[src/design/tsp_pkg.sv]
// ----------------------------------------------------------------------------
// tsp_pkg: shared types and constants for the touch sample to screen point core
// Field widths, register indexes, status codes and default geometry.
// ----------------------------------------------------------------------------
package tsp_pkg;

  // raw converter sample width and derived field widths
  localparam int SAMPLE_W   = 12;
  localparam int PRESSURE_W = 13;
  localparam int COORD_W    = 12;
  localparam int GAIN_W     = 24;
  localparam int OFFSET_W   = 32;
  localparam int CFG_ADDR_W = 3;
  localparam int CFG_DATA_W = 32;

  // stream payload widths
  localparam int IN_TDATA_W  = 72;
  localparam int OUT_TDATA_W = 40;

  // pressure = z1 + Z_FULL_SCALE - z2
  localparam logic [PRESSURE_W-1:0] Z_FULL_SCALE      = 13'd4095;
  localparam logic [PRESSURE_W-1:0] THRESHOLD_DEFAULT = 13'd400;

  // default geometry and fixed point format
  localparam int SCREEN_WIDTH_DEF  = 320;
  localparam int SCREEN_HEIGHT_DEF = 240;
  localparam int FRACTION_BITS_DEF = 16;

  // result status codes
  typedef enum logic [1:0] {
    ST_NO_CAL      = 2'd0,
    ST_NOT_PRESSED = 2'd1,
    ST_TOO_LIGHT   = 2'd2,
    ST_VALID       = 2'd3
  } status_t;

  // configuration register indexes
  typedef enum logic [CFG_ADDR_W-1:0] {
    REG_GAIN_X_RX  = 3'd0,
    REG_GAIN_X_RY  = 3'd1,
    REG_OFFSET_X   = 3'd2,
    REG_GAIN_Y_RX  = 3'd3,
    REG_GAIN_Y_RY  = 3'd4,
    REG_OFFSET_Y   = 3'd5,
    REG_CAL_VALID  = 3'd6,
    REG_THRESHOLD  = 3'd7
  } reg_idx_t;

endpackage

[src/design/tsp_axis_map.sv]
// ----------------------------------------------------------------------------
// tsp_axis_map: affine map of one screen axis
// Registers the two gain products, then sums with the offset, rounds half
// away from zero and clamps to 0..LIMIT-1.
// ----------------------------------------------------------------------------
module tsp_axis_map #(
  parameter int LIMIT         = tsp_pkg::SCREEN_WIDTH_DEF,
  parameter int FRACTION_BITS = tsp_pkg::FRACTION_BITS_DEF
) (
  input  logic                                clk,
  input  logic                                prod_en,
  input  logic [tsp_pkg::SAMPLE_W-1:0]        raw_x,
  input  logic [tsp_pkg::SAMPLE_W-1:0]        raw_y,
  input  logic signed [tsp_pkg::GAIN_W-1:0]   gain_rx,
  input  logic signed [tsp_pkg::GAIN_W-1:0]   gain_ry,
  input  logic signed [tsp_pkg::OFFSET_W-1:0] offset,
  output logic [tsp_pkg::COORD_W-1:0]         coord
);

  localparam int PROD_W = tsp_pkg::GAIN_W + tsp_pkg::SAMPLE_W + 1;
  localparam int ACC_W  = PROD_W + 2;
  localparam int RND_W  = ACC_W + 1;
  localparam int Q_W    = RND_W - FRACTION_BITS;
  localparam logic [RND_W-1:0] HALF = RND_W'(1) << (FRACTION_BITS - 1);

  logic signed [PROD_W-1:0] prod_rx_r;
  logic signed [PROD_W-1:0] prod_ry_r;
  logic signed [ACC_W-1:0]  acc;
  logic [RND_W-1:0]         rnd;
  logic [Q_W-1:0]           quot;

  // multiply the averaged samples, zero extended to signed
  always_ff @(posedge clk) begin
    if (prod_en) begin
      prod_rx_r <= gain_rx * $signed({1'b0, raw_x});
      prod_ry_r <= gain_ry * $signed({1'b0, raw_y});
    end
  end

  // sum, round at the binary point, clamp to the screen
  always_comb begin
    acc  = ACC_W'(prod_rx_r) + ACC_W'(prod_ry_r) + ACC_W'(offset);
    rnd  = {1'b0, acc} + HALF;
    quot = rnd[RND_W-1:FRACTION_BITS];
    if (acc <= 0) begin
      coord = '0;
    end else if (quot > Q_W'(LIMIT - 1)) begin
      coord = tsp_pkg::COORD_W'(LIMIT - 1);
    end else begin
      coord = quot[tsp_pkg::COORD_W-1:0];
    end
  end

endmodule

[src/design/touch_sample_to_screen_point_core.sv]
// ----------------------------------------------------------------------------
// touch_sample_to_screen_point_core: resistive touch gate and calibration map
// Turns one touch sample set into a status, a pressure and a screen point.
// ----------------------------------------------------------------------------
// Usage:
//   in_*  stream carries one sample set per transfer: in_tuser is the pen IRQ
//         level, in_tdata the Z1, Z2, two X and two Y conversions.
//   out_* stream returns one result per sample set: out_tuser is the status,
//         out_tdata the pressure and the clamped screen column and row.
//   cfg_* writes one calibration register per cycle with cfg_we high; write
//         only while no sample set is in flight.
// The stages are an input stage (pressure gate, averaging), a product stage
// (four 24x13 multipliers) and the output register (sum, rounding, clamp).
// Throughput is one sample set per cycle while the receiver does not stall.
// A stalled receiver holds the output register; stages behind it keep
// filling until full, then in_tready drops. Reset empties the pipeline and
// loads the register defaults (threshold 400, no calibration loaded).
// ----------------------------------------------------------------------------
module touch_sample_to_screen_point_core #(
  parameter int SCREEN_WIDTH  = tsp_pkg::SCREEN_WIDTH_DEF,
  parameter int SCREEN_HEIGHT = tsp_pkg::SCREEN_HEIGHT_DEF,
  parameter int FRACTION_BITS = tsp_pkg::FRACTION_BITS_DEF
) (
  input  logic                               clk,
  input  logic                               rst_n,
  // input stream
  input  logic                               in_tvalid,
  output logic                               in_tready,
  // z_first, z_second, x_sample_a, x_sample_b, y_sample_a, y_sample_b
  input  logic [tsp_pkg::IN_TDATA_W-1:0]     in_tdata,
  // pen_irq_level
  input  logic                               in_tuser,
  // result stream
  output logic                               out_tvalid,
  input  logic                               out_tready,
  // pressure_value, screen_x, screen_y, zero pad
  output logic [tsp_pkg::OUT_TDATA_W-1:0]    out_tdata,
  // status
  output logic [1:0]                         out_tuser,
  // configuration writes
  input  logic                               cfg_we,
  input  logic [tsp_pkg::CFG_ADDR_W-1:0]     cfg_addr,
  input  logic [tsp_pkg::CFG_DATA_W-1:0]     cfg_wdata
);

  localparam int SW = tsp_pkg::SAMPLE_W;
  localparam int PW = tsp_pkg::PRESSURE_W;
  localparam int CW = tsp_pkg::COORD_W;

  // configuration registers
  logic signed [tsp_pkg::GAIN_W-1:0]   gain_x_rx_r, gain_x_ry_r;
  logic signed [tsp_pkg::GAIN_W-1:0]   gain_y_rx_r, gain_y_ry_r;
  logic signed [tsp_pkg::OFFSET_W-1:0] offset_x_r, offset_y_r;
  logic                                cal_valid_r;
  logic [PW-1:0]                       threshold_r;

  // pipeline stages
  logic              a_vld_r, b_vld_r, o_vld_r;
  tsp_pkg::status_t  a_status_r, b_status_r, o_status_r;
  tsp_pkg::status_t  a_status_nxt;
  logic [PW-1:0]     a_pressure_r, b_pressure_r, o_pressure_r;
  logic [PW-1:0]     a_pressure_nxt, pressure;
  logic [SW-1:0]     a_rx_r, a_ry_r;
  logic [SW:0]       sum_x, sum_y;
  logic [CW-1:0]     o_x_r, o_y_r;
  logic [CW-1:0]     map_x, map_y;
  logic              adv_a, adv_b, adv_o, in_xfer;

  // unpack input fields
  logic [SW-1:0] z1, z2, xa, xb, ya, yb;
  assign z1 = in_tdata[11:0];
  assign z2 = in_tdata[23:12];
  assign xa = in_tdata[35:24];
  assign xb = in_tdata[47:36];
  assign ya = in_tdata[59:48];
  assign yb = in_tdata[71:60];

  // stage advance: a stage loads when it is empty or its content moves on
  assign adv_o     = !o_vld_r || out_tready;
  assign adv_b     = !b_vld_r || adv_o;
  assign adv_a     = !a_vld_r || adv_b;
  assign in_tready = adv_a;
  assign in_xfer   = in_tvalid && in_tready;

  // write configuration registers
  always_ff @(posedge clk) begin
    if (!rst_n) begin
      gain_x_rx_r <= '0;
      gain_x_ry_r <= '0;
      offset_x_r  <= '0;
      gain_y_rx_r <= '0;
      gain_y_ry_r <= '0;
      offset_y_r  <= '0;
      cal_valid_r <= 1'b0;
      threshold_r <= tsp_pkg::THRESHOLD_DEFAULT;
    end else if (cfg_we) begin
      case (cfg_addr)
        tsp_pkg::REG_GAIN_X_RX: gain_x_rx_r <= cfg_wdata[tsp_pkg::GAIN_W-1:0];
        tsp_pkg::REG_GAIN_X_RY: gain_x_ry_r <= cfg_wdata[tsp_pkg::GAIN_W-1:0];
        tsp_pkg::REG_OFFSET_X:  offset_x_r  <= cfg_wdata;
        tsp_pkg::REG_GAIN_Y_RX: gain_y_rx_r <= cfg_wdata[tsp_pkg::GAIN_W-1:0];
        tsp_pkg::REG_GAIN_Y_RY: gain_y_ry_r <= cfg_wdata[tsp_pkg::GAIN_W-1:0];
        tsp_pkg::REG_OFFSET_Y:  offset_y_r  <= cfg_wdata;
        tsp_pkg::REG_CAL_VALID: cal_valid_r <= cfg_wdata[0];
        tsp_pkg::REG_THRESHOLD: threshold_r <= cfg_wdata[PW-1:0];
        default: ;
      endcase
    end
  end

  // gate on calibration, pen level and pressure
  always_comb begin
    pressure = PW'(z1) + tsp_pkg::Z_FULL_SCALE - PW'(z2);
    sum_x    = {1'b0, xa} + {1'b0, xb};
    sum_y    = {1'b0, ya} + {1'b0, yb};
    if (!cal_valid_r) begin
      a_status_nxt   = tsp_pkg::ST_NO_CAL;
      a_pressure_nxt = '0;
    end else if (in_tuser) begin
      a_status_nxt   = tsp_pkg::ST_NOT_PRESSED;
      a_pressure_nxt = '0;
    end else if (pressure < threshold_r) begin
      a_status_nxt   = tsp_pkg::ST_TOO_LIGHT;
      a_pressure_nxt = pressure;
    end else begin
      a_status_nxt   = tsp_pkg::ST_VALID;
      a_pressure_nxt = pressure;
    end
  end

  // valid bits of the three stages
  always_ff @(posedge clk) begin
    if (!rst_n) begin
      a_vld_r <= 1'b0;
      b_vld_r <= 1'b0;
      o_vld_r <= 1'b0;
    end else begin
      if (adv_a) a_vld_r <= in_tvalid;
      if (adv_b) b_vld_r <= a_vld_r;
      if (adv_o) o_vld_r <= b_vld_r;
    end
  end

  // input stage payload
  always_ff @(posedge clk) begin
    if (in_xfer) begin
      a_status_r   <= a_status_nxt;
      a_pressure_r <= a_pressure_nxt;
      a_rx_r       <= sum_x[SW:1];
      a_ry_r       <= sum_y[SW:1];
    end
  end

  // product stage payload, products live in the axis maps
  always_ff @(posedge clk) begin
    if (adv_b) begin
      b_status_r   <= a_status_r;
      b_pressure_r <= a_pressure_r;
    end
  end

  tsp_axis_map #(
    .LIMIT         (SCREEN_WIDTH),
    .FRACTION_BITS (FRACTION_BITS)
  ) u_map_x (
    .clk     (clk),
    .prod_en (adv_b),
    .raw_x   (a_rx_r),
    .raw_y   (a_ry_r),
    .gain_rx (gain_x_rx_r),
    .gain_ry (gain_x_ry_r),
    .offset  (offset_x_r),
    .coord   (map_x)
  );

  tsp_axis_map #(
    .LIMIT         (SCREEN_HEIGHT),
    .FRACTION_BITS (FRACTION_BITS)
  ) u_map_y (
    .clk     (clk),
    .prod_en (adv_b),
    .raw_x   (a_rx_r),
    .raw_y   (a_ry_r),
    .gain_rx (gain_y_rx_r),
    .gain_ry (gain_y_ry_r),
    .offset  (offset_y_r),
    .coord   (map_y)
  );

  // output register, point fields zero unless the point is valid
  always_ff @(posedge clk) begin
    if (adv_o) begin
      o_status_r   <= b_status_r;
      o_pressure_r <= b_pressure_r;
      o_x_r        <= (b_status_r == tsp_pkg::ST_VALID) ? map_x : '0;
      o_y_r        <= (b_status_r == tsp_pkg::ST_VALID) ? map_y : '0;
    end
  end

  assign out_tvalid = o_vld_r;
  assign out_tuser  = o_status_r;
  assign out_tdata  = {3'b000, o_y_r, o_x_r, o_pressure_r};

`ifndef SYNTH
  // point fields are cleared for every status but a valid point
  a_point_zero: assert property (@(posedge clk) disable iff (!rst_n)
    (out_tvalid && out_tuser != tsp_pkg::ST_VALID) |-> out_tdata[36:13] == '0)
    else $error("screen point not cleared for a rejected sample");

  // pressure is reported only once the pressure gate was reached
  a_pressure_zero: assert property (@(posedge clk) disable iff (!rst_n)
    (out_tvalid && (out_tuser == tsp_pkg::ST_NO_CAL ||
                    out_tuser == tsp_pkg::ST_NOT_PRESSED)) |-> out_tdata[12:0] == '0)
    else $error("pressure reported without a pressure check");

  // an empty output register never blocks the input
  a_ready_free: assert property (@(posedge clk) disable iff (!rst_n)
    !out_tvalid |-> in_tready)
    else $error("input stalled while output register empty");
`endif

endmodule
[config.mk]
export PLATFORM = sky130hd
export DESIGN_NAME = touch_sample_to_screen_point_core
export DESIGN_NICKNAME = d
export VERILOG_FILES = /design/src/design/tsp_pkg.sv /design/src/design/tsp_axis_map.sv /design/src/design/touch_sample_to_screen_point_core.sv
export SDC_FILE = /design/constraint.sdc
export NUM_CORES = 2
export LEC_CHECK = 0
export ABC_CLOCK_PERIOD_IN_PS = 8000
export BUFFER_PORTS_ARGS = -buffer_cell sky130_fd_sc_hd__buf_2
export CAP_MARGIN = 25
export CORE_ASPECT_RATIO = 0.7
export CORE_MARGIN = 2
export CORE_UTILIZATION = 46
export DETAILED_ROUTE_END_ITERATION = 16
export GPL_ROUTABILITY_DRIVEN = 0
export PLACE_DENSITY_LB_ADDON = 0.2
export SETUP_SLACK_MARGIN = 0.3
export SLEW_MARGIN = 20
export SYNTH_ARGS = -nofsm -noshare
export SYNTH_HDL_FRONTEND = slang
export SYNTH_SLANG_ARGS = --single-unit
[constraint.sdc]
create_clock -name clk -period 8 [get_ports clk]
set_input_delay 0 -clock clk [delete_from_list [all_inputs] [get_ports clk]]
set_output_delay 0 -clock clk [all_outputs]
set_load 0.02 [all_outputs]
==> impl_metrics.prom <==
# TYPE chip_impl_metric gauge
chip_impl_metric{name="cp_data_required_time",unit="ps"} 8380
chip_impl_metric{name="p_clk_share",unit="%"} 27.9
chip_impl_metric{name="clkTransAtPathRegs",unit="ps"} 60
chip_impl_metric{name="syn_area_per_cell",unit="um^2"} 9.368
chip_impl_metric{name="grt_use_total",unit="%"} 24.95
chip_impl_metric{name="viasPerCell",unit=""} 5.270
chip_impl_info{name="path_class",value="reg2reg"} 1
chip_impl_metric{name="finalInstanceArea",unit="um^2"} 67710
chip_impl_metric{name="detail_route.first_pass.iterations",unit=""} 5
chip_impl_info{name="combinational_family_with_the_most_area_after_synthesis",value="adder cells"} 1
chip_impl_metric{name="post_synth_num_cell_types",unit=""} 94
chip_impl_metric{name="power.share.switching",unit="%"} 39.47
chip_impl_metric{name="dp.final_hpwl",unit="mm"} 133.9
chip_impl_info{name="endpoint_kind",value="flip-flop"} 1
chip_impl_metric{name="h-tree-depth",unit=""} 2
chip_impl_info{name="netlist_top_cells_count",value="1,189 x inv_1, 1,111 x fa_1, 1,014 x nand2_1, 641 x and2_1, 454 x ha_1"} 1
chip_impl_metric{name="post_synthesis_compound_gate_area_fraction",unit="%"} 9.184
chip_impl_metric{name="synth_edf_count",unit=""} 241
chip_impl_metric{name="number_of_design_rule_violations_left_after_detail_routing",unit=""} 0
chip_impl_metric{name="finalSetupViolCount",unit=""} 0
chip_impl_metric{name="post-route-worst-setup-slack",unit="ps"} 679.8
chip_impl_metric{name="dieWidth",unit="um"} 444.2
chip_impl_metric{name="flow.area_growth_from_synthesis",unit="%"} 8.489
chip_impl_metric{name="route.detailed.wl_per_inst",unit="um"} 19.61
chip_impl_info{name="netlist_top_cells_area",value="fa_1 36%, edfxtp_1 12%, ha_1 9.1%"} 1
chip_impl_metric{name="coreArea",unit="um^2"} 135200
chip_impl_metric{name="timing.fmax",unit="MHz"} 136.6
chip_impl_metric{name="insertion_delay",unit="ps"} 640
chip_impl_metric{name="grt_first_pass_wirelength",unit="mm"} 270.5
chip_impl_metric{name="cellInternalPower",unit="uW"} 5084
chip_impl_metric{name="met3_wirelength",unit="mm"} 14.46
chip_impl_metric{name="finalMaxSlewViolations",unit=""} 0
chip_impl_info{name="timing.hold.worst.class",value="in2reg"} 1
chip_impl_metric{name="worst_pin_slew",unit="ps"} 1022
chip_impl_metric{name="seq_power_share",unit="%"} 32.5
chip_impl_metric{name="buffer_ports.inserted",unit=""} 153
chip_impl_metric{name="final.setup.tns",unit="ps"} 0
chip_impl_metric{name="starting_density",unit="%"} 46.17
chip_impl_metric{name="max_cap_violations",unit=""} 0
chip_impl_metric{name="relSlewSlack",unit="%"} 30.08
chip_impl_metric{name="min_period",unit="ps"} 7320
chip_impl_metric{name="num-fill-cells",unit=""} 12480
chip_impl_metric{name="grt_pass1_vias",unit=""} 46930
chip_impl_metric{name="top_cell_type_s_share_of_synthesized_area",unit="%"} 35.64
chip_impl_metric{name="place_area",unit="um^2"} 64990
chip_impl_metric{name="pin_count_of_the_biggest_net_entering_global_routing",unit=""} 97
chip_impl_metric{name="grt_overflow",unit=""} 0
chip_impl_metric{name="synth_simple_gate_area_share",unit="%"} 16.46
chip_impl_metric{name="timing.critical_path.fanout_max",unit=""} 25
chip_impl_info{name="status",value="finished, final reports clean"} 1
chip_impl_metric{name="async_reset_ff_share",unit="%"} 0
chip_impl_metric{name="wirelength",unit="mm"} 168.5
chip_impl_info{name="synthDominantAreaCellType",value="fa_1"} 1
chip_impl_metric{name="die_h",unit="um"} 312.2
chip_impl_metric{name="drive_above_1_share",unit="%"} 5.408
chip_impl_metric{name="ys_seq_area_share",unit="%"} 17.27
chip_impl_metric{name="vias",unit=""} 45270
chip_impl_metric{name="detailedPlace.worstSlack",unit="ps"} 619.4
chip_impl_metric{name="synth.mux.area_fraction",unit="%"} 0.1724
chip_impl_info{name="maxUsedRoutingLayer",value="met5"} 1
chip_impl_metric{name="skew",unit="ps"} 35.39
chip_impl_metric{name="post_cts.repair.setup_buffers",unit=""} 0
chip_impl_metric{name="power_switching",unit="uW"} 3315
chip_impl_info{name="synth-main-ff-cell",value="edfxtp_1"} 1
chip_impl_metric{name="detail_route.iter0.violations",unit=""} 3524
chip_impl_metric{name="postSynthCellCount",unit=""} 6662
chip_impl_metric{name="cts_max_path_buffers",unit=""} 3
chip_impl_metric{name="mappedNetlistArea",unit="um^2"} 62410
chip_impl_metric{name="antenna_violating_nets_post_route",unit=""} 0
chip_impl_metric{name="worst-endpoint-arrival",unit="ps"} 7700
chip_impl_metric{name="synth-xor-area-share",unit="%"} 3.212
chip_impl_metric{name="num_rows",unit=""} 113
chip_impl_metric{name="share_comb_of_total_power",unit="%"} 39.6
chip_impl_info{name="unrepaired_setup_endpoints_after_global_routing",value="no"} 1
chip_impl_metric{name="io-pin-count",unit=""} 157
chip_impl_metric{name="peakVddDrop",unit="mV"} 0.1721
chip_impl_metric{name="finalNetCount",unit=""} 8444
chip_impl_metric{name="pwr_density_cell",unit="nW/um^2"} 124.1
chip_impl_metric{name="route.layer.met1.wl",unit="mm"} 78.82
chip_impl_info{name="clock-root-buffer",value="clkbuf_16"} 1
chip_impl_metric{name="final_hold_vio_count",unit=""} 0
chip_impl_metric{name="cts_made_buffers",unit=""} 47
chip_impl_metric{name="fp.dieArea",unit="um^2"} 138700
chip_impl_info{name="startpoint_type",value="flip-flop"} 1
chip_impl_metric{name="antenna_found_initial",unit=""} 6
chip_impl_metric{name="fin_crit_sh",unit="%"} 91.50
chip_impl_info{name="tritoncts",value="yes"} 1
chip_impl_metric{name="clkSinkCount",unit=""} 418
chip_impl_metric{name="leakage",unit="uW"} 0.03178
chip_impl_info{name="synth_most_common_cell",value="inv_1"} 1
chip_impl_metric{name="synth-adder-area-share",unit="%"} 44.74
chip_impl_metric{name="wl_met2",unit="mm"} 71.48
chip_impl_metric{name="synthesis.yosys.warnings",unit=""} 0
chip_impl_metric{name="synthesis_stage_register_bit_count",unit=""} 418
power by group through the flow:
stage	Sequential, uW	Combinational [uW]	Clock (uW)
floorplan	2650	2340	0
global placement	2780	3170	0
detailed placement	2790	3230	0
CTS	2740	3300	2380
global route	2750	3720	2470
finish	2730	3330	2340
worst max-delay path, stage by stage (launching register included):
cell	delay (ps)
edfxtp_1	940
buf_4	410
and2_1	170
ha_1	140
inv_1	50
fa_1	520
inv_1	60
fa_1	470
inv_1	60
fa_1	470
inv_1	50
fa_1	460
ha_1	390
a21o_1	210
a21o_1	170
a21oi_1	240
o21ai_0	180
nand2_1	120
a31oi_1	140
o41ai_1	300
buf_4	200
o31ai_1	110
o41ai_1	680
o311ai_0	270
o211ai_1	170
xnor2_1	90
cell families after synthesis:
group	Yosys count
XOR/XNOR	228
buffers and inverters	1480
multiplexers	10
AND/OR/NAND/NOR	2115
other	1
AO/OA/AOI/OAI	845
flip-flops	418
adder cells (fa/ha/maj)	1565
routing by layer:
metal	vias to the layer above	GRT usage (%)
li1	20980	-
met1	22720	37.14
met2	1420	37.21
met3	154	5.686
met4	2	5.218
met5	-	0
layout make-up:
| type | instances | area [um^2] | area share (%) |
|---|---|---|---|
| diodes | 4 | 10.01 | 0.01478 |
| clock buffers | 66 | 1426 | 2.107 |
| clock inverters | 22 | 210.2 | 0.3105 |
| inverters | 1189 | 4463 | 6.592 |
| multi-input cells | 4773 | 46130 | 68.13 |
| flip-flops and latches | 418 | 10780 | 15.92 |
| well taps | 1782 | 2230 | 3.293 |
| repair buffers | 337 | 2459 | 3.631 |
cells in the final DEF, fill, tap and decap left out, drive strengths merged, types with 29 or more instances in the layout:
cell	instances
clkbuf	66
nor2b	32
nand2	1015
dlygate4sd3	106
a21boi	180
xor2	57
fa	1111
a21o	84
edfxtp	241
and2	644
nor3	55
nor2	161
buf	231
dfxtp	177
inv	1197
a21oi	209
o21a	29
o21bai	42
xnor2	171
nand3	48
o21ai	113
ha	454
metrics by stage:
step	cells	hold WS, ps	total power [uW]	util (%)
after global placement	8390	352.7	5956	48.04
final	8591	27.76	8400	50.09
after global routing	8589	34.59	8942	50.09
after CTS	8587	0.3932	8425	50.08
after detailed placement	8393	366.8	6012	48.08
after floorplan	6671	137.9	4998	-
worst paths after layout:
kind              cells after the start             from  slack, ps               endpoint
setup reg to reg                     25       a_rx_r[11]        680  u_map_x.prod_rx_r[35]
setup / recovery                     25       a_rx_r[11]        680  u_map_x.prod_rx_r[35]
hold / removal                        5     in_tdata[29]         30              a_rx_r[5]
hold reg to reg                       0  a_pressure_r[7]        410        b_pressure_r[7]
state kept, by name, summed over array words and instances, names as in the netlist, 2 cells and up:
signal and flops:
a_ry_r 12, offset_x_r 32, threshold_r 13, u_map_x.prod_ry_r 37
offset_y_r 32, o_x_r 12, gain_x_ry_r 24, u_map_x.prod_rx_r 37
a_rx_r 12, o_y_r 12, o_pressure_r 13, gain_y_ry_r 24
b_status_r 2, b_pressure_r 13, a_status_r 2, u_map_y.prod_rx_r 37
gain_y_rx_r 24, u_map_y.prod_ry_r 37, a_pressure_r 13, gain_x_rx_r 24
out_tuser 2
repair_timing:
item                                    in CTS  in global routing
hold endpoints to repair                   206                  0
hold buffers                               106                  0
resized for setup                            0                  2
endpoints found under the setup margin       0                  3
Note: power is estimated with default switching activity, not from simulation.
